==> config.mk <==
export PLATFORM = sky130hd
export DESIGN_NAME = pedal_plausibility_check_flat
export DESIGN_NICKNAME = d
export VERILOG_FILES = /design/src/design/ppc_pkg.sv /design/src/design/ppc_req_if.sv /design/src/design/ppc_rsp_if.sv /design/src/design/ppc_csr_if.sv /design/src/design/ppc_csr.sv /design/src/design/ppc_condition.sv /design/src/design/ppc_flags.sv /design/src/design/pedal_plausibility_check.sv /design/src/flat_wrapper.sv
export SDC_FILE = /design/constraint.sdc
export NUM_CORES = 1
export LEC_CHECK = 0
export BUFFER_PORTS_ARGS = -buffer_cell sky130_fd_sc_hd__buf_2
export CORE_ASPECT_RATIO = 1.1
export CORE_MARGIN = 3
export CORE_UTILIZATION = 45
export CTS_CLUSTER_SIZE = 30
export DETAILED_ROUTE_END_ITERATION = 10
export PLACE_DENSITY = 0.61
export SYNTH_ARGS = -nofsm -noshare
export SYNTH_HDL_FRONTEND = slang
export SYNTH_SLANG_ARGS = --single-unit
==> constraint.sdc <==
create_clock -name clock -period 20.3 [get_ports clock]
set_input_delay 3.045 -clock clock [delete_from_list [all_inputs] [get_ports clock]]
set_output_delay 3.045 -clock clock [all_outputs]
set_load 0.005 [all_outputs]
==> src/design/ppc_pkg.sv <==
// Types, constants and helper functions for the pedal plausibility check.
package ppc_pkg;

   localparam int SampleWidth = 10;
   localparam int CmdWidth    = 11;
   localparam int IndexWidth  = 4;
   localparam int ScaleWidth  = 6;
   localparam int ProdWidth   = CmdWidth + ScaleWidth;

   localparam logic [ScaleWidth-1:0]  ScaleA       = 6'd38;
   localparam logic [ScaleWidth-1:0]  ScaleB       = 6'd42;
   localparam logic [SampleWidth-1:0] SatMax       = 10'd1023;
   localparam logic [CmdWidth-1:0]    InvertBase   = 11'd1024;
   localparam logic [CmdWidth-1:0]    ReleaseLevel = 11'd100;
   localparam logic [CmdWidth-1:0]    AccelLevel   = 11'd50;

   typedef enum logic [IndexWidth-1:0] {
      CSR_ACCEL_A_OFFSET         = 4'd0,
      CSR_ACCEL_B_OFFSET         = 4'd1,
      CSR_BRAKE_OFFSET           = 4'd2,
      CSR_MISMATCH_SET_LEVEL     = 4'd3,
      CSR_MISMATCH_CLEAR_LEVEL   = 4'd4,
      CSR_BRAKE_ON_LEVEL         = 4'd5,
      CSR_BRAKE_OFF_LEVEL        = 4'd6,
      CSR_PEDAL_WITH_BRAKE_LEVEL = 4'd7
   } csr_index_type;

   typedef struct packed {
      logic [SampleWidth-1:0] accel_a_offset;
      logic [SampleWidth-1:0] accel_b_offset;
      logic [SampleWidth-1:0] brake_offset;
      logic [SampleWidth-1:0] mismatch_set_level;
      logic [SampleWidth-1:0] mismatch_clear_level;
      logic [SampleWidth-1:0] brake_on_level;
      logic [SampleWidth-1:0] brake_off_level;
      logic [CmdWidth-1:0]    pedal_with_brake_level;
   } cfg_type;

   localparam cfg_type CfgReset = '{
      accel_a_offset:         10'd125,
      accel_b_offset:         10'd21,
      brake_offset:           10'd510,
      mismatch_set_level:     10'd130,
      mismatch_clear_level:   10'd50,
      brake_on_level:         10'd20,
      brake_off_level:        10'd10,
      pedal_with_brake_level: 11'd400
   };

   // Conditioned readings of one request.
   typedef struct packed {
      logic [SampleWidth-1:0] diff;
      logic [CmdWidth-1:0]    sum;
      logic [SampleWidth-1:0] brake_adj;
   } cond_type;

   typedef struct packed {
      logic mismatch;
      logic overlap;
      logic brake_light;
   } flags_type;

   // Multiply by k/32 (floor) and saturate.
   function automatic logic [SampleWidth-1:0] scale_sat(input logic [CmdWidth-1:0] v,
                                                       input logic [ScaleWidth-1:0] k);
      logic [ProdWidth-1:0] prod;
      logic [ProdWidth-6:0] r;
      prod = ProdWidth'(v) * ProdWidth'(k);
      r    = prod[ProdWidth-1:5];
      return (r > (ProdWidth-5)'(SatMax)) ? SatMax : r[SampleWidth-1:0];
   endfunction

endpackage

==> src/design/ppc_req_if.sv <==
// Request channel: one sample set per transfer.
interface ppc_req_if;
   logic                             valid;
   logic                             ready;
   logic [ppc_pkg::SampleWidth-1:0]  accel_a_sample;
   logic [ppc_pkg::SampleWidth-1:0]  accel_b_sample;
   logic [ppc_pkg::SampleWidth-1:0]  brake_sample;

   modport source (output valid, accel_a_sample, accel_b_sample, brake_sample,
                   input ready);
   modport sink   (input valid, accel_a_sample, accel_b_sample, brake_sample,
                   output ready);
endinterface

==> src/design/ppc_rsp_if.sv <==
// Result channel: throttle command and status flags.
interface ppc_rsp_if;
   logic                          valid;
   logic                          ready;
   logic [ppc_pkg::CmdWidth-1:0]  throttle_command;
   logic                          brake_light;
   logic                          pedal_fault;
   logic                          mismatch_fault;
   logic                          accelerating;

   modport source (output valid, throttle_command, brake_light, pedal_fault,
                   mismatch_fault, accelerating, input ready);
   modport sink   (input valid, throttle_command, brake_light, pedal_fault,
                   mismatch_fault, accelerating, output ready);
endinterface

==> src/design/ppc_csr_if.sv <==
// Configuration write channel.
interface ppc_csr_if;
   logic                             valid;
   logic                             ready;
   logic [ppc_pkg::IndexWidth-1:0]   index;
   logic [ppc_pkg::CmdWidth-1:0]     data;

   modport source (output valid, index, data, input ready);
   modport sink   (input valid, index, data, output ready);
endinterface

==> src/design/ppc_csr.sv <==
// Configuration register file.
module ppc_csr (
   input  logic              clock,
   input  logic              reset,
   ppc_csr_if.sink           csr_ch,
   output ppc_pkg::cfg_type  cfg
);
   ppc_pkg::cfg_type cfg_ff;
   ppc_pkg::cfg_type cfg_in;

   assign csr_ch.ready = 1'b1;
   assign cfg          = cfg_ff;

   always_comb begin
      cfg_in = cfg_ff;
      if (csr_ch.valid) begin
         case (ppc_pkg::csr_index_type'(csr_ch.index))
            ppc_pkg::CSR_ACCEL_A_OFFSET:
               cfg_in.accel_a_offset = csr_ch.data[ppc_pkg::SampleWidth-1:0];
            ppc_pkg::CSR_ACCEL_B_OFFSET:
               cfg_in.accel_b_offset = csr_ch.data[ppc_pkg::SampleWidth-1:0];
            ppc_pkg::CSR_BRAKE_OFFSET:
               cfg_in.brake_offset = csr_ch.data[ppc_pkg::SampleWidth-1:0];
            ppc_pkg::CSR_MISMATCH_SET_LEVEL:
               cfg_in.mismatch_set_level = csr_ch.data[ppc_pkg::SampleWidth-1:0];
            ppc_pkg::CSR_MISMATCH_CLEAR_LEVEL:
               cfg_in.mismatch_clear_level = csr_ch.data[ppc_pkg::SampleWidth-1:0];
            ppc_pkg::CSR_BRAKE_ON_LEVEL:
               cfg_in.brake_on_level = csr_ch.data[ppc_pkg::SampleWidth-1:0];
            ppc_pkg::CSR_BRAKE_OFF_LEVEL:
               cfg_in.brake_off_level = csr_ch.data[ppc_pkg::SampleWidth-1:0];
            ppc_pkg::CSR_PEDAL_WITH_BRAKE_LEVEL:
               cfg_in.pedal_with_brake_level = csr_ch.data;
            default: ;  // writes beyond the register list are dropped
         endcase
      end
   end

   always_ff @(posedge clock) begin
      if (reset) begin
         cfg_ff <= ppc_pkg::CfgReset;
      end else begin
         cfg_ff <= cfg_in;
      end
   end
endmodule

==> src/design/ppc_condition.sv <==
// Offset removal, scaling, saturation, difference and sum of the readings.
module ppc_condition (
   input  ppc_pkg::cfg_type                  cfg,
   input  logic [ppc_pkg::SampleWidth-1:0]   accel_a_sample,
   input  logic [ppc_pkg::SampleWidth-1:0]   accel_b_sample,
   input  logic [ppc_pkg::SampleWidth-1:0]   brake_sample,
   output ppc_pkg::cond_type                 cond
);
   logic [ppc_pkg::SampleWidth-1:0] a_clamp;
   logic [ppc_pkg::CmdWidth-1:0]    b_inv;
   logic [ppc_pkg::CmdWidth-1:0]    b_clamp;
   logic [ppc_pkg::SampleWidth-1:0] a_scaled;
   logic [ppc_pkg::SampleWidth-1:0] b_scaled;

   always_comb begin
      a_clamp = (accel_a_sample > cfg.accel_a_offset) ?
                accel_a_sample - cfg.accel_a_offset : '0;
      // B is wired inverted
      b_inv   = ppc_pkg::InvertBase - ppc_pkg::CmdWidth'(accel_b_sample);
      b_clamp = (b_inv > ppc_pkg::CmdWidth'(cfg.accel_b_offset)) ?
                b_inv - ppc_pkg::CmdWidth'(cfg.accel_b_offset) : '0;

      a_scaled = ppc_pkg::scale_sat(ppc_pkg::CmdWidth'(a_clamp), ppc_pkg::ScaleA);
      b_scaled = ppc_pkg::scale_sat(b_clamp, ppc_pkg::ScaleB);

      cond.diff      = (a_scaled > b_scaled) ? a_scaled - b_scaled : b_scaled - a_scaled;
      cond.sum       = ppc_pkg::CmdWidth'(a_scaled) + ppc_pkg::CmdWidth'(b_scaled);
      cond.brake_adj = (brake_sample > cfg.brake_offset) ?
                       brake_sample - cfg.brake_offset : '0;
   end
endmodule

==> src/design/ppc_flags.sv <==
// Mismatch, brake-overlap and brake-light hysteresis flags.
module ppc_flags (
   input  logic               clock,
   input  logic               reset,
   input  logic               advance,
   input  ppc_pkg::cfg_type   cfg,
   input  ppc_pkg::cond_type  cond,
   output ppc_pkg::flags_type flags_next
);
   ppc_pkg::flags_type flags_ff;
   ppc_pkg::flags_type flags_in;

   always_comb begin
      flags_in = flags_ff;

      if (cond.diff > cfg.mismatch_set_level) begin
         flags_in.mismatch = 1'b1;
      end else if (cond.diff < cfg.mismatch_clear_level) begin
         flags_in.mismatch = 1'b0;
      end

      if (cond.brake_adj > cfg.brake_on_level) begin
         flags_in.brake_light = 1'b1;
         if (cond.sum > cfg.pedal_with_brake_level) begin
            flags_in.overlap = 1'b1;
         end else if (cond.sum < ppc_pkg::ReleaseLevel) begin
            flags_in.overlap = 1'b0;
         end
      end else if (cond.brake_adj < cfg.brake_off_level) begin
         flags_in.brake_light = 1'b0;
         // overlap clears only once the accelerator is released
         if (cond.sum < ppc_pkg::ReleaseLevel) begin
            flags_in.overlap = 1'b0;
         end
      end
   end

   assign flags_next = flags_in;

   always_ff @(posedge clock) begin
      if (reset) begin
         flags_ff <= '0;
      end else if (advance) begin
         flags_ff <= flags_in;
      end
   end
endmodule

==> src/design/pedal_plausibility_check.sv <==
// Top level of the accelerator pedal plausibility check.
// One request is taken per clock cycle unless a held result stalls the input register,
// and its result is offered from the result register:
// the sample set is captured in an input register, the conditioning, hysteresis
// and command logic run in one combinational pass, and the result register
// holds the outcome until it is taken. The hysteresis flags advance once per
// request, in request order, so results match request order with any stalling.
// Configuration writes are accepted every cycle and take effect on the next.
module pedal_plausibility_check (
   input  logic       clock,
   input  logic       reset,
   ppc_req_if.sink    req_ch,
   ppc_rsp_if.source  rsp_ch,
   ppc_csr_if.sink    csr_ch
);
   ppc_pkg::cfg_type   cfg;
   ppc_pkg::cond_type  cond;
   ppc_pkg::flags_type flags_next;

   logic                            in_valid_ff;
   logic [ppc_pkg::SampleWidth-1:0] accel_a_ff;
   logic [ppc_pkg::SampleWidth-1:0] accel_b_ff;
   logic [ppc_pkg::SampleWidth-1:0] brake_ff;

   logic                            rsp_valid_ff;
   logic [ppc_pkg::CmdWidth-1:0]    throttle_ff;
   logic                            brake_light_ff;
   logic                            pedal_fault_ff;
   logic                            mismatch_fault_ff;
   logic                            accelerating_ff;

   logic                            advance;
   logic                            fault;
   logic [ppc_pkg::CmdWidth-1:0]    throttle_in;

   ppc_csr u_csr (
      .clock  (clock),
      .reset  (reset),
      .csr_ch (csr_ch),
      .cfg    (cfg)
   );

   ppc_condition u_condition (
      .cfg            (cfg),
      .accel_a_sample (accel_a_ff),
      .accel_b_sample (accel_b_ff),
      .brake_sample   (brake_ff),
      .cond           (cond)
   );

   ppc_flags u_flags (
      .clock      (clock),
      .reset      (reset),
      .advance    (advance),
      .cfg        (cfg),
      .cond       (cond),
      .flags_next (flags_next)
   );

   // advance the captured request into the result register when it is free
   assign advance      = in_valid_ff && (!rsp_valid_ff || rsp_ch.ready);
   assign req_ch.ready = !in_valid_ff || advance;

   assign fault       = flags_next.mismatch || flags_next.overlap;
   assign throttle_in = fault ? '0 : cond.sum;

   always_ff @(posedge clock) begin
      if (reset) begin
         in_valid_ff <= 1'b0;
      end else if (req_ch.ready) begin
         in_valid_ff <= req_ch.valid;
      end
   end

   always_ff @(posedge clock) begin
      if (req_ch.valid && req_ch.ready) begin
         accel_a_ff <= req_ch.accel_a_sample;
         accel_b_ff <= req_ch.accel_b_sample;
         brake_ff   <= req_ch.brake_sample;
      end
   end

   always_ff @(posedge clock) begin
      if (reset) begin
         rsp_valid_ff <= 1'b0;
      end else if (advance) begin
         rsp_valid_ff <= 1'b1;
      end else if (rsp_ch.ready) begin
         rsp_valid_ff <= 1'b0;
      end
   end

   always_ff @(posedge clock) begin
      if (advance) begin
         throttle_ff       <= throttle_in;
         brake_light_ff    <= flags_next.brake_light;
         pedal_fault_ff    <= fault;
         mismatch_fault_ff <= flags_next.mismatch;
         accelerating_ff   <= (throttle_in > ppc_pkg::AccelLevel);
      end
   end

   assign rsp_ch.valid            = rsp_valid_ff;
   assign rsp_ch.throttle_command = throttle_ff;
   assign rsp_ch.brake_light      = brake_light_ff;
   assign rsp_ch.pedal_fault      = pedal_fault_ff;
   assign rsp_ch.mismatch_fault   = mismatch_fault_ff;
   assign rsp_ch.accelerating     = accelerating_ff;
endmodule

==> src/flat_wrapper.sv <==
// flat-port wrapper written by rule: the top's interface ports become plain ports
module pedal_plausibility_check_flat 
  (clock, reset, req_ch_valid, req_ch_accel_a_sample, req_ch_accel_b_sample, req_ch_brake_sample, req_ch_ready, rsp_ch_valid, rsp_ch_throttle_command, rsp_ch_brake_light, rsp_ch_pedal_fault, rsp_ch_mismatch_fault, rsp_ch_accelerating, rsp_ch_ready, csr_ch_valid, csr_ch_index, csr_ch_data, csr_ch_ready);
  ppc_req_if req_ch_i ();
  ppc_rsp_if rsp_ch_i ();
  ppc_csr_if csr_ch_i ();
  input  logic clock;
  input  logic reset;
  input wire logic [$bits(req_ch_i.valid)-1:0] req_ch_valid;
  input wire logic [$bits(req_ch_i.accel_a_sample)-1:0] req_ch_accel_a_sample;
  input wire logic [$bits(req_ch_i.accel_b_sample)-1:0] req_ch_accel_b_sample;
  input wire logic [$bits(req_ch_i.brake_sample)-1:0] req_ch_brake_sample;
  output wire logic [$bits(req_ch_i.ready)-1:0] req_ch_ready;
  output wire logic [$bits(rsp_ch_i.valid)-1:0] rsp_ch_valid;
  output wire logic [$bits(rsp_ch_i.throttle_command)-1:0] rsp_ch_throttle_command;
  output wire logic [$bits(rsp_ch_i.brake_light)-1:0] rsp_ch_brake_light;
  output wire logic [$bits(rsp_ch_i.pedal_fault)-1:0] rsp_ch_pedal_fault;
  output wire logic [$bits(rsp_ch_i.mismatch_fault)-1:0] rsp_ch_mismatch_fault;
  output wire logic [$bits(rsp_ch_i.accelerating)-1:0] rsp_ch_accelerating;
  input wire logic [$bits(rsp_ch_i.ready)-1:0] rsp_ch_ready;
  input wire logic [$bits(csr_ch_i.valid)-1:0] csr_ch_valid;
  input wire logic [$bits(csr_ch_i.index)-1:0] csr_ch_index;
  input wire logic [$bits(csr_ch_i.data)-1:0] csr_ch_data;
  output wire logic [$bits(csr_ch_i.ready)-1:0] csr_ch_ready;
  assign req_ch_i.valid = req_ch_valid;
  assign req_ch_i.accel_a_sample = req_ch_accel_a_sample;
  assign req_ch_i.accel_b_sample = req_ch_accel_b_sample;
  assign req_ch_i.brake_sample = req_ch_brake_sample;
  assign req_ch_ready = req_ch_i.ready;
  assign rsp_ch_valid = rsp_ch_i.valid;
  assign rsp_ch_throttle_command = rsp_ch_i.throttle_command;
  assign rsp_ch_brake_light = rsp_ch_i.brake_light;
  assign rsp_ch_pedal_fault = rsp_ch_i.pedal_fault;
  assign rsp_ch_mismatch_fault = rsp_ch_i.mismatch_fault;
  assign rsp_ch_accelerating = rsp_ch_i.accelerating;
  assign rsp_ch_i.ready = rsp_ch_ready;
  assign csr_ch_i.valid = csr_ch_valid;
  assign csr_ch_i.index = csr_ch_index;
  assign csr_ch_i.data = csr_ch_data;
  assign csr_ch_ready = csr_ch_i.ready;
  pedal_plausibility_check u_core (.clock(clock), .reset(reset), .req_ch(req_ch_i), .rsp_ch(rsp_ch_i), .csr_ch(csr_ch_i));
endmodule
* Yosys cells after proc, flatten, opt, wreduce, memory -nomap -nowiden
Cells that the tools add are included.
Cells by class: add/sub/neg operators 7, $mul 2, div/mod/pow operators 0, $lt $le $gt $ge 13, eq/ne operators 7, shift-type cells 0, multiplexer cells 15, bitwise logic cells 0, reductions and logical operators 17
Operators with widths (number):
- $gt 10x10->1 | 5
- $mux 10 | 5
- $sub 10x10->10 | 4
- $mux 11 | 2
- $lt 10x10->1 | 2
- $eq 4x3->1 const B | 4
- $mul 11x5->16 const B | 1
- $reduce_and 2->1 | 8
- $mul 10x5->15 const B | 1
- $gt 12x10->1 const B | 1
- $add 10x10->11 | 1
- $gt 11x10->1 | 1
- $gt 11x10->1 const B | 1
- $gt 11x11->1 | 1
- $gt 11x6->1 const B | 1
- $lt 11x7->1 const B | 1
- $sub 11x10->11 | 1
- $sub 11x10->11 const A | 1
- $eq 4x2->1 const B | 2
- $mux 1 | 6
- $eq 4x1->1 const B | 1
- $logic_not 4->1 | 1
- $mux 2 | 2
- $logic_or 1x1->1 | 3
- other kinds (3) | 5
Word-level totals: flip-flop bits (word level) 131, latch bits 0, RAM bits 0, bits in read-only memories 0, bits of input ports 50, word-level logic and storage cells 82, memories 0

* Depth between registers and ports, before layout
Gate-level depths: netlist (run 1).
word-level depth 14, gate-level depth with buffers 56, depth with buffers taken out 52

* Cells and area by module
A second synthesis (run 1) with hierarchy kept.
Unflattened totals: cell total of the unflattened synthesis 1227, area total of the unflattened synthesis 11145.7 µm²
By module, submodules not included:
- ppc_condition | times used 1, cells each 663, area each 4959.8 µm², seq. area each 0.0 µm²
- ppc_csr | times used 1, cells each 297, area each 3201.8 µm², seq. area each 1621.6 µm²
- pedal_plausibility_check | times used 1, cells each 74, area each 1552.7 µm², seq. area each 1391.3 µm²
- ppc_flags | times used 1, cells each 193, area each 1431.4 µm², seq. area each 60.1 µm²

* Worst setup path after synthesis (run 1)
Ideal clock, no wire load.
path type reg-to-reg, start point register u_core.accel_b_ff[0] (netlist bit), end point register u_core.throttle_ff, in the netlist u_core.rsp_ch.throttle_command[1], data pin, arrival 10.382 ns, slack 9.736 ns, stages on the path, launching flop included 56, period minus slack after synthesis 10.564 ns, cell sequence edfxtp_1 > inv_1 > ha_1 > ha_1 > nor2b_1 > o21ai_0 > a21oi_1 > o21ai_0 > a21oi_1 > o21ai_0 > a21oi_1 > o21ai_0 > a21boi_0 > o32ai_1 > clkbuf_1 > a21oi_1 > ha_1 > ha_1 > (+20 left out) > o21a_1 > o21a_1 > clkbuf_1 > o21ai_1 > mux2i_1 > xnor2_1 > ha_1 > o21a_1 > o21a_1 > o21a_1 > o21ai_0 > nand2b_1 > a21oi_1 > o21ai_0 > a221oi_1 > nand2_1 > clkbuf_1 > nor4b_1
Between the ends: cells in the longest elaborated chain, start to end 13, elaborated cells between the ends (all ways) 24, those cells by class add/sub: 5; mul: 1; order compare: 7; mux: 10; reduce/logical: 1
Ends and longest elaborated chain:
- start: declaration | line pedal_plausibility_check.sv:22 | logic [ppc_pkg::SampleWidth-1:0] accel_b_ff;
- start signal: assignment | line pedal_plausibility_check.sv:78 | accel_b_ff <= req_ch.accel_b_sample;
- $sub 11x10->11 * | line ppc_condition.sv:19 | b_inv = ppc_pkg::InvertBase - ppc_pkg::CmdWidth'(accel_b_sample);
- $sub 11x10->11 or $gt 11x10->1 (tied branches) | line ppc_condition.sv:21, ppc_condition.sv:20
- $mux 11 * | line ppc_condition.sv:20 | b_clamp = (b_inv > ppc_pkg::CmdWidth'(cfg.accel_b_offset)) ?
- $mul 11x5->16 * | line ppc_pkg.sv:68 | prod = ProdWidth'(v) * ProdWidth'(k);
- $gt 12x10->1 | line ppc_pkg.sv:70 | return (r > (ProdWidth-5)'(SatMax)) ? SatMax : r[SampleWidth-1:0];
- $mux 10 * | line ppc_pkg.sv:70
- $add 10x10->11 (tied with other cells) | line ppc_condition.sv:27 | cond.sum = ppc_pkg::CmdWidth'(a_scaled) + ppc_pkg::CmdWidth'(b_scaled);
- $lt 11x7->1 or $mux 10 (tied branches) | line ppc_flags.sv:26, ppc_flags.sv:32, ppc_condition.sv:26
- $mux 1 or $lt 10x10->1 (tied branches) | line ppc_flags.sv:26, ppc_flags.sv:32, ppc_flags.sv:18
- $mux 2 (tied with other cells) | line ppc_flags.sv:29 | end else if (cond.brake_adj < cfg.brake_off_level) begin
- $mux 2 or $mux 1 (tied branches) | line ppc_flags.sv:22, ppc_flags.sv:16
- $logic_or 1x1->1 | line pedal_plausibility_check.sv:64 | assign fault = flags_next.mismatch || flags_next.overlap;
- $mux 11 * | line pedal_plausibility_check.sv:65 | assign throttle_in = fault ? '0 : cond.sum;
- named net u_core.throttle_in (one bit) | line pedal_plausibility_check.sv:34 | logic [ppc_pkg::CmdWidth-1:0] throttle_in;
- end signal: assignment | line pedal_plausibility_check.sv:95 | throttle_ff <= throttle_in;
- end: declaration | line pedal_plausibility_check.sv:26 | logic [ppc_pkg::CmdWidth-1:0] throttle_ff;
Mark *: on every way through the listed nets, which the timed path passes. The rest lies on a longest branch. A chain may end at the register's enable or synchronous reset.

* Worst setup path after layout (run 1)
start point register u_core.accel_b_ff[0] (netlist bit), end point register u_core.pedal_fault_ff, in the netlist u_core.rsp_ch.pedal_fault, data pin
Between the ends: cells in the longest elaborated chain, start to end 12, elaborated cells between the ends (all ways) 23, those cells by class add/sub: 5; mul: 1; order compare: 7; mux: 9; reduce/logical: 1
Ends and longest elaborated chain:
- $sub 11x10->11 * | line ppc_condition.sv:19
- $sub 11x10->11 or $gt 11x10->1 (tied branches) | line ppc_condition.sv:21, ppc_condition.sv:20
- $mux 11 * | line ppc_condition.sv:20
- $mul 11x5->16 * | line ppc_pkg.sv:68
- $gt 12x10->1 | line ppc_pkg.sv:70
- $mux 10 * | line ppc_pkg.sv:70
- $add 10x10->11 (tied with other cells) | line ppc_condition.sv:27
- $lt 11x7->1 or $mux 10 (tied branches) | line ppc_flags.sv:26, ppc_flags.sv:32, ppc_condition.sv:26
- $mux 1 or $lt 10x10->1 (tied branches) | line ppc_flags.sv:26, ppc_flags.sv:32, ppc_flags.sv:18
- $mux 2 (tied with other cells) | line ppc_flags.sv:29
- $mux 2 or $mux 1 (tied branches) | line ppc_flags.sv:22, ppc_flags.sv:16
- $logic_or 1x1->1 * | line pedal_plausibility_check.sv:64
- named net u_core.fault | line pedal_plausibility_check.sv:33 | logic fault;
- end signal: assignment | line pedal_plausibility_check.sv:97 | pedal_fault_ff <= fault;
- end: declaration | line pedal_plausibility_check.sv:28 | logic pedal_fault_ff;
Marks and branches as above.

==> summary.md, run 1 <==
| Metric | Value |
|---|---|
| Status | finished, final reports clean |
| Syn nets | 1528 |
| Number of global-route vias before repair | roughly 9000 |
| Sequential share of the synthesized area | approximately 28% |
| Final setup viols | 0 |
| Fin nets | 1569 |
| RSZ-0062 raised after global routing | no |
| # rows | 59 |
| Area share of the largest cell type after synthesis | a little under a fifth |
| Number of CTS-inserted buffers | 17 |
| H-tree lvl count | 4 |
| Max cap viols | 0 |
| Residual DRC | 0 |
| Pin count of the biggest net entering global routing | 89 |
| Buffers added on ports | 66 |
| F_max | 83.0 MHz |
| Register-to-Register Path Depth | 52 |
| Critical path arrival | around 12 ns |
| Top cells by area, synth | ha_1 19%, dfxtp_1 15%, edfxtp_1 12% |
| Clk_skew | a little under 0.02 ns |
| I/O Pins | 68 |
| End point of the critical path | u_core.rsp_ch.pedal_fault |
| Kind of critical path | reg2reg |
| Layout cells sized above 1 | about 10% |
| Sink Count | 131 |
| Area delta synth->final | 10.4% |
| Ys async rst share | 0% |
| CTS resizes | 0 |
| Final hold vios | 0 |
| CTS Hold Bufs | 0 |
| CORE AREA | 24000 µm² |
| Worst path most repeated cell | o21ai_0 |
| Max incr delay on CP | just under 0.6 ns |
| Worst-Skew Late Latency | ~0.43 ns |
| Final Cycle Share | around three fifths |
| Die area | about 27000 µm² |
| CTS clock-pin slew for the worst setup and hold paths | roughly 0.070 ns |
| Area leader, netlist | ha_1 |
| Top FF cell, synth | dfxtp_1 |
| FF-to-FF setup slack | ~8 ns |
| Worst setup EP type | register |
| Setup TNS | 0 ns |
| Crit path max fanout | 13 |
| DRT iter0 DRCs | roughly 490 |
| Measured slew at the worst slew-check pin | 1.22 ns |
| Global-route wire length before repair | between 40000 and 50000 µm |
| Total GRT Usage | between 20% and 30% |
| Die Ht | ~170 µm |
| Worst Path Buf+Inv | 5 |
| # fillers | roughly 2300 |
| Hold Crit Depth | 2 |
| Post-Route WL | between 20000 and 30000 µm |
| Routed len/inst | ~16 µm |
| Min-Delay Startpoint | u_core.u_csr.cfg[45] |
| Via density | around 5.4 |
| Worst reg2reg startpoint | u_core.accel_b_ff[0] |
| Top post-synthesis cells by count | 171 x inv_1, 166 x ha_1, 126 x nor2_1 |
| Startpoint Class | register |
| Synth Cell Area | between 10000 and 15000 µm² |
| Count leader, synth | inv_1 |
| Crit path time final | roughly 12 ns |
| Final GP Congestion | between 0.9 and 1 |
| Crit. Startpoint | u_core.accel_b_ff[0] |
| Detail Placement HPWL | ~21000 µm |
| Routed vias | roughly 9000 |
| CTS tree | built |
| Critical path depth in cells | 52 |
| Count of cell types in the netlist | 83 |
| Setup repair bufs after CTS | 0 |
| Average size of a mapped cell | between 8 and 9 µm² |
| Clk buf depth | 2 |
| Total gr overflow | 0 |
| Number of synthesized flops with an enable pin | between 40 and 50 |
| Initial antenna violation count | 1 |
| Warnings, synthesis | 0 |
| Critical Path RT | 20.46 ns |
| Worst R2R End | u_core.rsp_ch.pedal_fault |
| Post-synthesis register bit count | ~130 |
| Die X | about 160 µm |
| Mapped Cells | between 1000 and 1500 |
| Final slew viol count | 0 |
| CP delay by family, top | compound AO/OA/AOI/OAI gates |
| Post-route ant nets | 0 |
| First drt pass iteration count | 4 |
| Root Driver | clkbuf_16 |
| # diodes | 0 |
| Rel. slew slack | 18.5% |
| Initial core utilization | 46.3% |
| Worst Hold Class | reg2reg |
| CP max-delay cell | o21ai_1 |
metrics by stage:
| stage | util (%) | std cells | worst slack [ns] | instance area [µm²] | hold WS [ns] |
|---|---|---|---|---|---|
| after floorplan | - | 1297 | 9.74 | 11100 | 0.434 |
| after detailed placement | 48.6 | 1624 | 8.46 | 11700 | 0.448 |
| after CTS | 51.2 | 1656 | 8.36 | 12300 | 0.456 |
| final | 51.2 | 1656 | 8.25 | 12300 | 0.455 |
| after global routing | 51.2 | 1656 | 7.14 | 12300 | 0.471 |
| after global placement | 48.6 | 1624 | 8.80 | 11700 | 0.443 |
layout by cell type, fill, tap and decap left out, types with 35 or more instances in the layout:
cell type / synthesis / final
a21oi_1: 76 / 76
buf_2: 1 / 66
inv_1: 171 / 171
nand2_1: 101 / 101
nor2_1: 126 / 126
edfxtp_1: 45 / 45
dfxtp_1: 86 / 86
o21ai_0: 38 / 38
mux2i_1: 35 / 35
xnor2_1: 37 / 37
ha_1: 166 / 166
state kept, by name (all words and copies together), names as in the netlist, 3 cells and up:
| name | count |
|---|---|
| u_core.brake_ff | 10 |
| u_core.accel_a_ff | 10 |
| u_core.accel_b_ff | 10 |
| u_core.u_csr.cfg | 81 |
| u_core.rsp_ch.throttle_command | 11 |
| u_core.u_flags.flags_ff | 3 |
worst reg2reg max path: cells and delay by family (launching register included):
family | cells | cell delay, ns
XOR/XNOR | 1 | 0.18
adder cells (fa/ha/maj) | 9 | 2.80
multiplexers | 1 | 0.30
AND/OR/NAND/NOR | 8 | 2.10
buffers and inverters | 5 | 0.40
AO/OA/AOI/OAI | 28 | 5.64
flip-flops | 1 | 0.37
final cells by class:
| cell class | instances | area, µm² | share of cell area (%) |
|---|---|---|---|
| clock buffers | 17 | 425 | 3.47 |
| repair buffers | 71 | 368 | 3.00 |
| well taps | 305 | 382 | 3.11 |
| multi-input cells | 945 | 7190 | 58.6 |
| flip-flops and latches | 131 | 3070 | 25.0 |
| inverters | 172 | 646 | 5.26 |
| clock inverters | 15 | 185 | 1.51 |
how the worst min path moves through the flow:
stage,slack (ns),endpoint
2_1_floorplan,0.43,u_core.u_csr.cfg[31]
3_3_place_gp,0.44,u_core.u_csr.cfg[47]
3_5_place_dp,0.45,u_core.u_csr.cfg[45]
4_1_cts,0.46,u_core.u_csr.cfg[45]
5_1_grt,0.47,u_core.u_csr.cfg[38]
6_report,0.45,u_core.u_csr.cfg[45]
layer usage:
layer	vias up	wire length [µm]	track usage, %
li1	4584	-	-
met3	36	1160	3.14
met4	2	688	6.53
met5	-	7	0
met2	205	12500	34.4
met1	4133	12800	28.1
kinds of logic (layout without fill, tap and decap cells):
| logic type | Yosys count | count (layout) | share of synthesized area (%) |
|---|---|---|---|
| and+or+nand+nor | 382 | 382 | 17.3 |
| AOI/OAI and AO/OA | 294 | 294 | 18.6 |
| buffers and inverters | 221 | 275 | 7.73 |
| DFF | 131 | 131 | 27.6 |
| adders and majority gates | 181 | 181 | 21.4 |
| muxes | 35 | 35 | 3.15 |
| xor gates and xnor gates | 52 | 52 | 4.17 |
| other | 1 | 1 | 0.0337 |
Power of run 1 is not shown: default switching activity piles up to over one toggle a cycle in this logic, so the estimate is an artifact.
==> run 2: changes to the inputs <==
ABC_AREA = 1   (was unset)
PLACE_DENSITY = 0.63   (was 0.61)
clock period = 9.7 ns   (was 20.3 ns; I/O delays follow)
==> run 2 against run 1 <==
Effect of this change:
- first-iteration DRC count down 3.7%
- via count up 0.60%
- hold slack better by 0.0030 ns
==> summary.md, run 2 <==
| Metric | Value |
|---|---|
| Total GRT Usage | approximately a fifth |
| Startpoint Class | register |
| Number of global-route vias before repair | ~8600 |
| H-tree lvl count | 4 |
| Status | finished, final reports clean |
| Commonest non-fill, non-tap cell in the layout | inv_1 |
| Root Driver | clkbuf_16 |
| Area delta synth->final | 15.7% |
| Top post-synthesis cells by count | 259 x inv_1, 211 x nand2_1, 166 x ha_1 |
| Area share of the largest cell type after synthesis | 19.6% |
| Die area | 25500 µm² |
| Kind of critical path | reg2reg |
| Initial antenna violation count | 1 |
| Final slew viol count | 0 |
| F_max | about 110 MHz |
| Final GP Congestion | 1.01 |
| Count leader, synth | inv_1 |
| CP delay by family, top | compound AO/OA/AOI/OAI gates |
| Max cap viols | 0 |
| Top cells by area, synth | ha_1 20%, dfxtp_1 16%, edfxtp_1 13% |
| Initial core utilization | a little under half |
| CP max-delay cell | fa_1 |
| CTS tree | built |
| Worst path most repeated cell | nand2_1 |
| Synth Cell Area | roughly 11000 µm² |
| Rel. slew slack | 23.7% |
| Number of CTS-inserted buffers | 17 |
| Worst reg2reg startpoint | u_core.accel_b_ff[1] |
| # diodes | 0 |
| Routed len/inst | ~15 µm |
| Measured slew at the worst slew-check pin | about 1.1 ns |
| Post-Place Cells | about 1700 |
| Final hold vios | 0 |
| Pin count of the biggest net entering global routing | 77 |
| Via density | between 5 and 6 |
| Post-synthesis register bit count | approximately 130 |
| Register-to-Register Path Depth | 60 |
| CTS clock-pin slew for the worst setup and hold paths | around 0.060 ns |
| Worst setup EP type | register |
| FF-to-FF setup slack | 0.50 ns |
| Layout cells sized above 1 | 14.9% |
| Max reg flops | 81 |
| CORE AREA | around 23000 µm² |
| Post-Route WL | roughly 26000 µm |
| Detail Placement HPWL | ~20000 µm |
| Average size of a mapped cell | around 7.7 µm² |
| Area leader, netlist | ha_1 |
| Crit path time final | 9.20 ns |
| Worst Hold Class | reg2reg |
| Commonest non-fill, non-tap cells in the layout | 251 x inv_1, 201 x nand2_1, 156 x ha_1, 116 x a21oi_1, 107 x nor2_1 |
| First drt pass iteration count | 5 |
| I/O Pins | slightly below 70 |
| Die Ht | 167 µm |
| Hold Crit Depth | 2 |
| Worst R2R End | u_core.rsp_ch.accelerating |
| Final Cycle Share | about 95% |
| Min-Delay Startpoint | u_core.u_csr.cfg[80] |
| Warnings, synthesis | 0 |
| Buffers added on ports | 66 |
| Crit path max fanout | 6 |
| Sink Count | 131 |
| Die X | roughly 150 µm |
| Final setup viols | 0 |
| Setup TNS | 0 ns |
| # rows | 58 |
| Critical path arrival | about 9.5 ns |
| Hold_ws | ~0.46 ns |
| Fin nets | about 1700 |
| Max incr delay on CP | around 0.5 ns |
| Count of cell types in the netlist | 53 |
| Worst Path Buf+Inv | 11 |
| CTS Hold Bufs | 0 |
| Post-route ant nets | 0 |
| Clk buf depth | 2 |
| Global-route wire length before repair | between 40000 and 50000 µm |
| Routed vias | between 9000 and 10000 |
| DRT iter0 DRCs | 467 |
| Top FF cell, synth | dfxtp_1 |
| Syn nets | 1608 |
| Worst-Skew Late Latency | approximately 0.42 ns |
| Worst Hold End | u_core.u_csr.cfg[80] |
| Number of synthesized flops with an enable pin | 45 |
| Total gr overflow | 0 |
| Residual DRC | 0 |
| Mapped Cells | between 1000 and 1500 |
| Sequential share of the synthesized area | 28.9% |
| Ys async rst share | 0% |
| Post-Layout Cell Count | around 1800 |
| Clk_skew | slightly below 0.006 ns |
| Critical Path RT | 10.00 ns |
[run 2: cell count changes in the layout (fill, tap and decap cells not counted), sizes merged, moves of 22 or more]
cell | before | now
a211o | 22 | 0
a21oi | 80 | 125
inv | 181 | 261
mux2i | 35 | 0
nand2 | 102 | 235
nand3 | 12 | 48
o21a | 28 | 3
o21ai | 46 | 93
[run 2: tightest hold or removal path, cell delays in order (launching register included)]
cell	delay (ns)
dfxtp_1	0.29
inv_1	0.06
a21oi_1	0.06
[run 2: metrics by stage]
step           setup WS [ns]  instance area [µm²]  util, %
6_report               0.502                12300     53.4
5_1_grt               -0.125                12300     53.4
4_1_cts               0.0325                11900     51.7
3_5_place_dp          -0.260                11200     48.9
3_3_place_gp           0.142                11200     48.9
2_1_floorplan          0.909                10600        -
[run 2: worst max-delay path by stage]
stage               slack (ns)                         end  cells after the start            startpoint
finish                    0.50  u_core.rsp_ch.accelerating                     60  u_core.accel_b_ff[1]
global route             -0.13  u_core.rsp_ch.accelerating                     58  u_core.accel_b_ff[2]
CTS                       0.03  u_core.rsp_ch.accelerating                     59  u_core.accel_b_ff[0]
detailed placement       -0.26  u_core.rsp_ch.accelerating                     59  u_core.accel_b_ff[0]
global placement          0.14  u_core.rsp_ch.accelerating                     59  u_core.accel_b_ff[0]
floorplan                 0.91  u_core.rsp_ch.accelerating                     60  u_core.accel_b_ff[0]
[run 2: area by class of cell]
cell class | count | area (µm²)
fillers | 2170 | 10700
multi-input cells | 959 | 6740
flip-flops and latches | 131 | 3070
inverters | 262 | 992
clock buffers | 22 | 518
repair buffers | 84 | 469
well taps | 300 | 375
clock inverters | 10 | 116
[run 2: timing repair]
action                     CTS  global route
gates resized for setup      5            66
gates cloned                 0             1
pin swaps                    0            16
setup endpoints to repair   14            15
hold endpoints to repair     0             0
buffers inserted             0            13
[run 2: kinds of logic (layout without fill, tap and decap cells)]
group	Yosys count	after routing	share of synthesized area (%)
simple gates	440	441	18.8
compound gates	293	293	15.7
flops	131	131	28.9
xor+xnor	43	43	3.87
fa+ha+maj	181	181	22.4
buf+inv	288	378	10.3
other cells	1	1	0.0353
[run 2: routing by layer]
layer	up-vias	global-route usage (%)	share of wire [%]
li1	4711	-	-
met3	30	2.64	3.5
met5	-	0	0
met4	0	5.66	1.7
met1	4117	26.3	46
met2	156	35.3	49
Power of run 2 is left out for the same reason.
==> run 3: changes to the inputs <==
CORE_UTILIZATION = 40   (was 45)
PLACE_DENSITY = 0.58   (was 0.63)
==> run 3 against run 2 <==
Effect of this change:
- core utilization shrank 6.0 points
- global-route usage down 1.6 points
- non-clock buffer count is 1 higher
- largest cell class unchanged
==> summary.md, run 3 (synthesis gave the netlist of run 2 again) <==
| Metric | Value |
|---|---|
| CP delay by family, top | compound AO/OA/AOI/OAI gates |
| Final slew viol count | 0 |
| Final hold vios | 0 |
| Worst Path Buf+Inv | 9 |
| Placement Cell Area | 11300 µm² |
| Number of CTS-inserted buffers | 17 |
| Worst setup EP type | register |
| Area delta synth->final | 14.8% |
| Highest Signal Layer | met4 |
| Clk buf depth | 2 |
| Initial core utilization | roughly 41% |
| Hold Crit Depth | 2 |
| F_max | 111 MHz |
| Layout cells sized above 1 | ~14% |
| Detail Placement HPWL | roughly 21000 µm |
| Startpoint Class | register |
| Global-route wire length before repair | 42700 µm |
| Max reg flops | just over 80 |
| Register-to-Register Path Depth | 56 |
| CTS Hold Bufs | 0 |
| Met3 wire len | 692 µm |
| CP max-delay cell | fa_1 |
| Buffers added on ports | 66 |
| Total gr overflow | 0 |
| Routed wl met2 | roughly 13000 µm |
| Kind of critical path | reg2reg |
| Worst Hold Class | reg2reg |
| Residual DRC | 0 |
| Worst reg2reg startpoint | u_core.accel_b_ff[0] |
| # rows | 61 |
| Root Driver | clkbuf_16 |
| Crit path max fanout | 7 |
| Critical path arrival | 9.16 ns |
| Worst R2R End | u_core.rsp_ch.accelerating |
| CORE AREA | between 20000 and 30000 µm² |
| Max incr delay on CP | 0.50 ns |
| M1 WL | between 10000 and 15000 µm |
| Die X | ~160 µm |
| Die area | approximately 29000 µm² |
| Critical Path RT | approximately 9.9 ns |
| Rel. slew slack | 40.1% |
| CTS clock-pin slew for the worst setup and hold paths | around 0.070 ns |
| # diodes | 0 |
| Crit path time final | approximately 9.0 ns |
| FF-to-FF setup slack | 0.73 ns |
| Sink Count | roughly 130 |
| Min-Delay Startpoint | u_core.u_csr.cfg[16] |
| Util after Layout | 47.4% |
| Status | finished, final reports clean |
| Clk_skew | between 0.01 and 0.015 ns |
| Commonest non-fill, non-tap cells in the layout | 252 x inv_1, 207 x nand2_1, 158 x ha_1, 118 x a21oi_1, 107 x nor2_1 |
| Commonest non-fill, non-tap cell in the layout | inv_1 |
| Fin nets | approximately 1700 |
| Worst Hold End | u_core.u_csr.cfg[16] |
| Via density | roughly 5.0 |
| Min setup slack post-route | roughly 0.73 ns |
| Die Ht | 177 µm |
| Measured slew at the worst slew-check pin | roughly 0.9 ns |
| Pre-CTS setup slack | 0.0408 ns |
| I/O Pins | between 60 and 70 |
| Pin count of the biggest net entering global routing | 77 |
| Finished Cell Area | between 10000 and 15000 µm² |
| DRT iter0 DRCs | approximately 480 |
| Max cap viols | 0 |
| Initial antenna violation count | 0 |
| Worst-Skew Late Latency | between 0.4 and 0.5 ns |
| Routed len/inst | 14.4 µm |
| Final setup viols | 0 |
| Post-route ant nets | 0 |
| Routed vias | 8982 |
| CTS tree | built |
| H-tree lvl count | 4 |
| Total GRT Usage | 18.6% |
| First drt pass iteration count | 5 |
| Worst path most repeated cell | nand2_1 |
| Final Cycle Share | about 92% |
| Final GP Congestion | a little under 0.9 |
| Number of global-route vias before repair | a little under 9000 |
| Post-Route WL | between 20000 and 30000 µm |
-- run 3: cell count changes in the layout (fill, tap and decap cells not counted), sizes merged --
cell and delta:
inv +7, clkbuf -4, bufinv -2, clkinvlp -2
buf +1, clkinv +1, nand2 -1
-- run 3: worst max-delay path by stage --
stage                                     from                    endpoint  slack [ns]  depth (start not counted)
final                     u_core.accel_b_ff[0]  u_core.rsp_ch.accelerating        0.73                         56
after global routing      u_core.accel_b_ff[2]  u_core.rsp_ch.accelerating       -0.05                         57
after CTS                 u_core.accel_b_ff[0]  u_core.rsp_ch.accelerating       0.006                         57
after detailed placement  u_core.accel_b_ff[0]  u_core.rsp_ch.accelerating        0.04                         57
after global placement    u_core.accel_b_ff[0]  u_core.rsp_ch.accelerating        0.21                         57
after floorplan           u_core.accel_b_ff[0]  u_core.rsp_ch.accelerating        0.91                         60
-- run 3: per-layer routing --
layer	up-vias	global-route usage (%)
li1	4715	-
met1	4113	23.2
met2	117	33.3
met3	37	2.81
met4	0	5.31
met5	-	0
-- run 3: repair_timing --
item | in CTS | in global routing
gates resized for setup | 0 | 50
setup endpoints to repair | 0 | 15
setup buffers | 0 | 10
-- run 3: layout make-up --
cell class	count	area, µm²
Clock buffer	18	439
Clock inverter	14	141
Fill cell	2600	13500
Inverter	262	986
Multi-Input combinational cell	958	6640
Sequential cell	131	3070
Tap cell	346	433
Timing Repair Buffer	85	477
-- run 3: stage by stage --
step,cells,hold WS [ns],TNS (ns)
floorplan,1377,0.433,0
global placement,1772,0.450,0
detailed placement,1772,0.454,0
CTS,1804,0.464,0
global route,1814,0.481,-0.0468
finish,1814,0.461,0
-- run 3: worst min-delay path: stages, from the launching register on --
cell	delay (ns)
dfxtp_1	0.30
inv_1	0.06
a21oi_1	0.06
Power of run 3 is left out for the same reason.
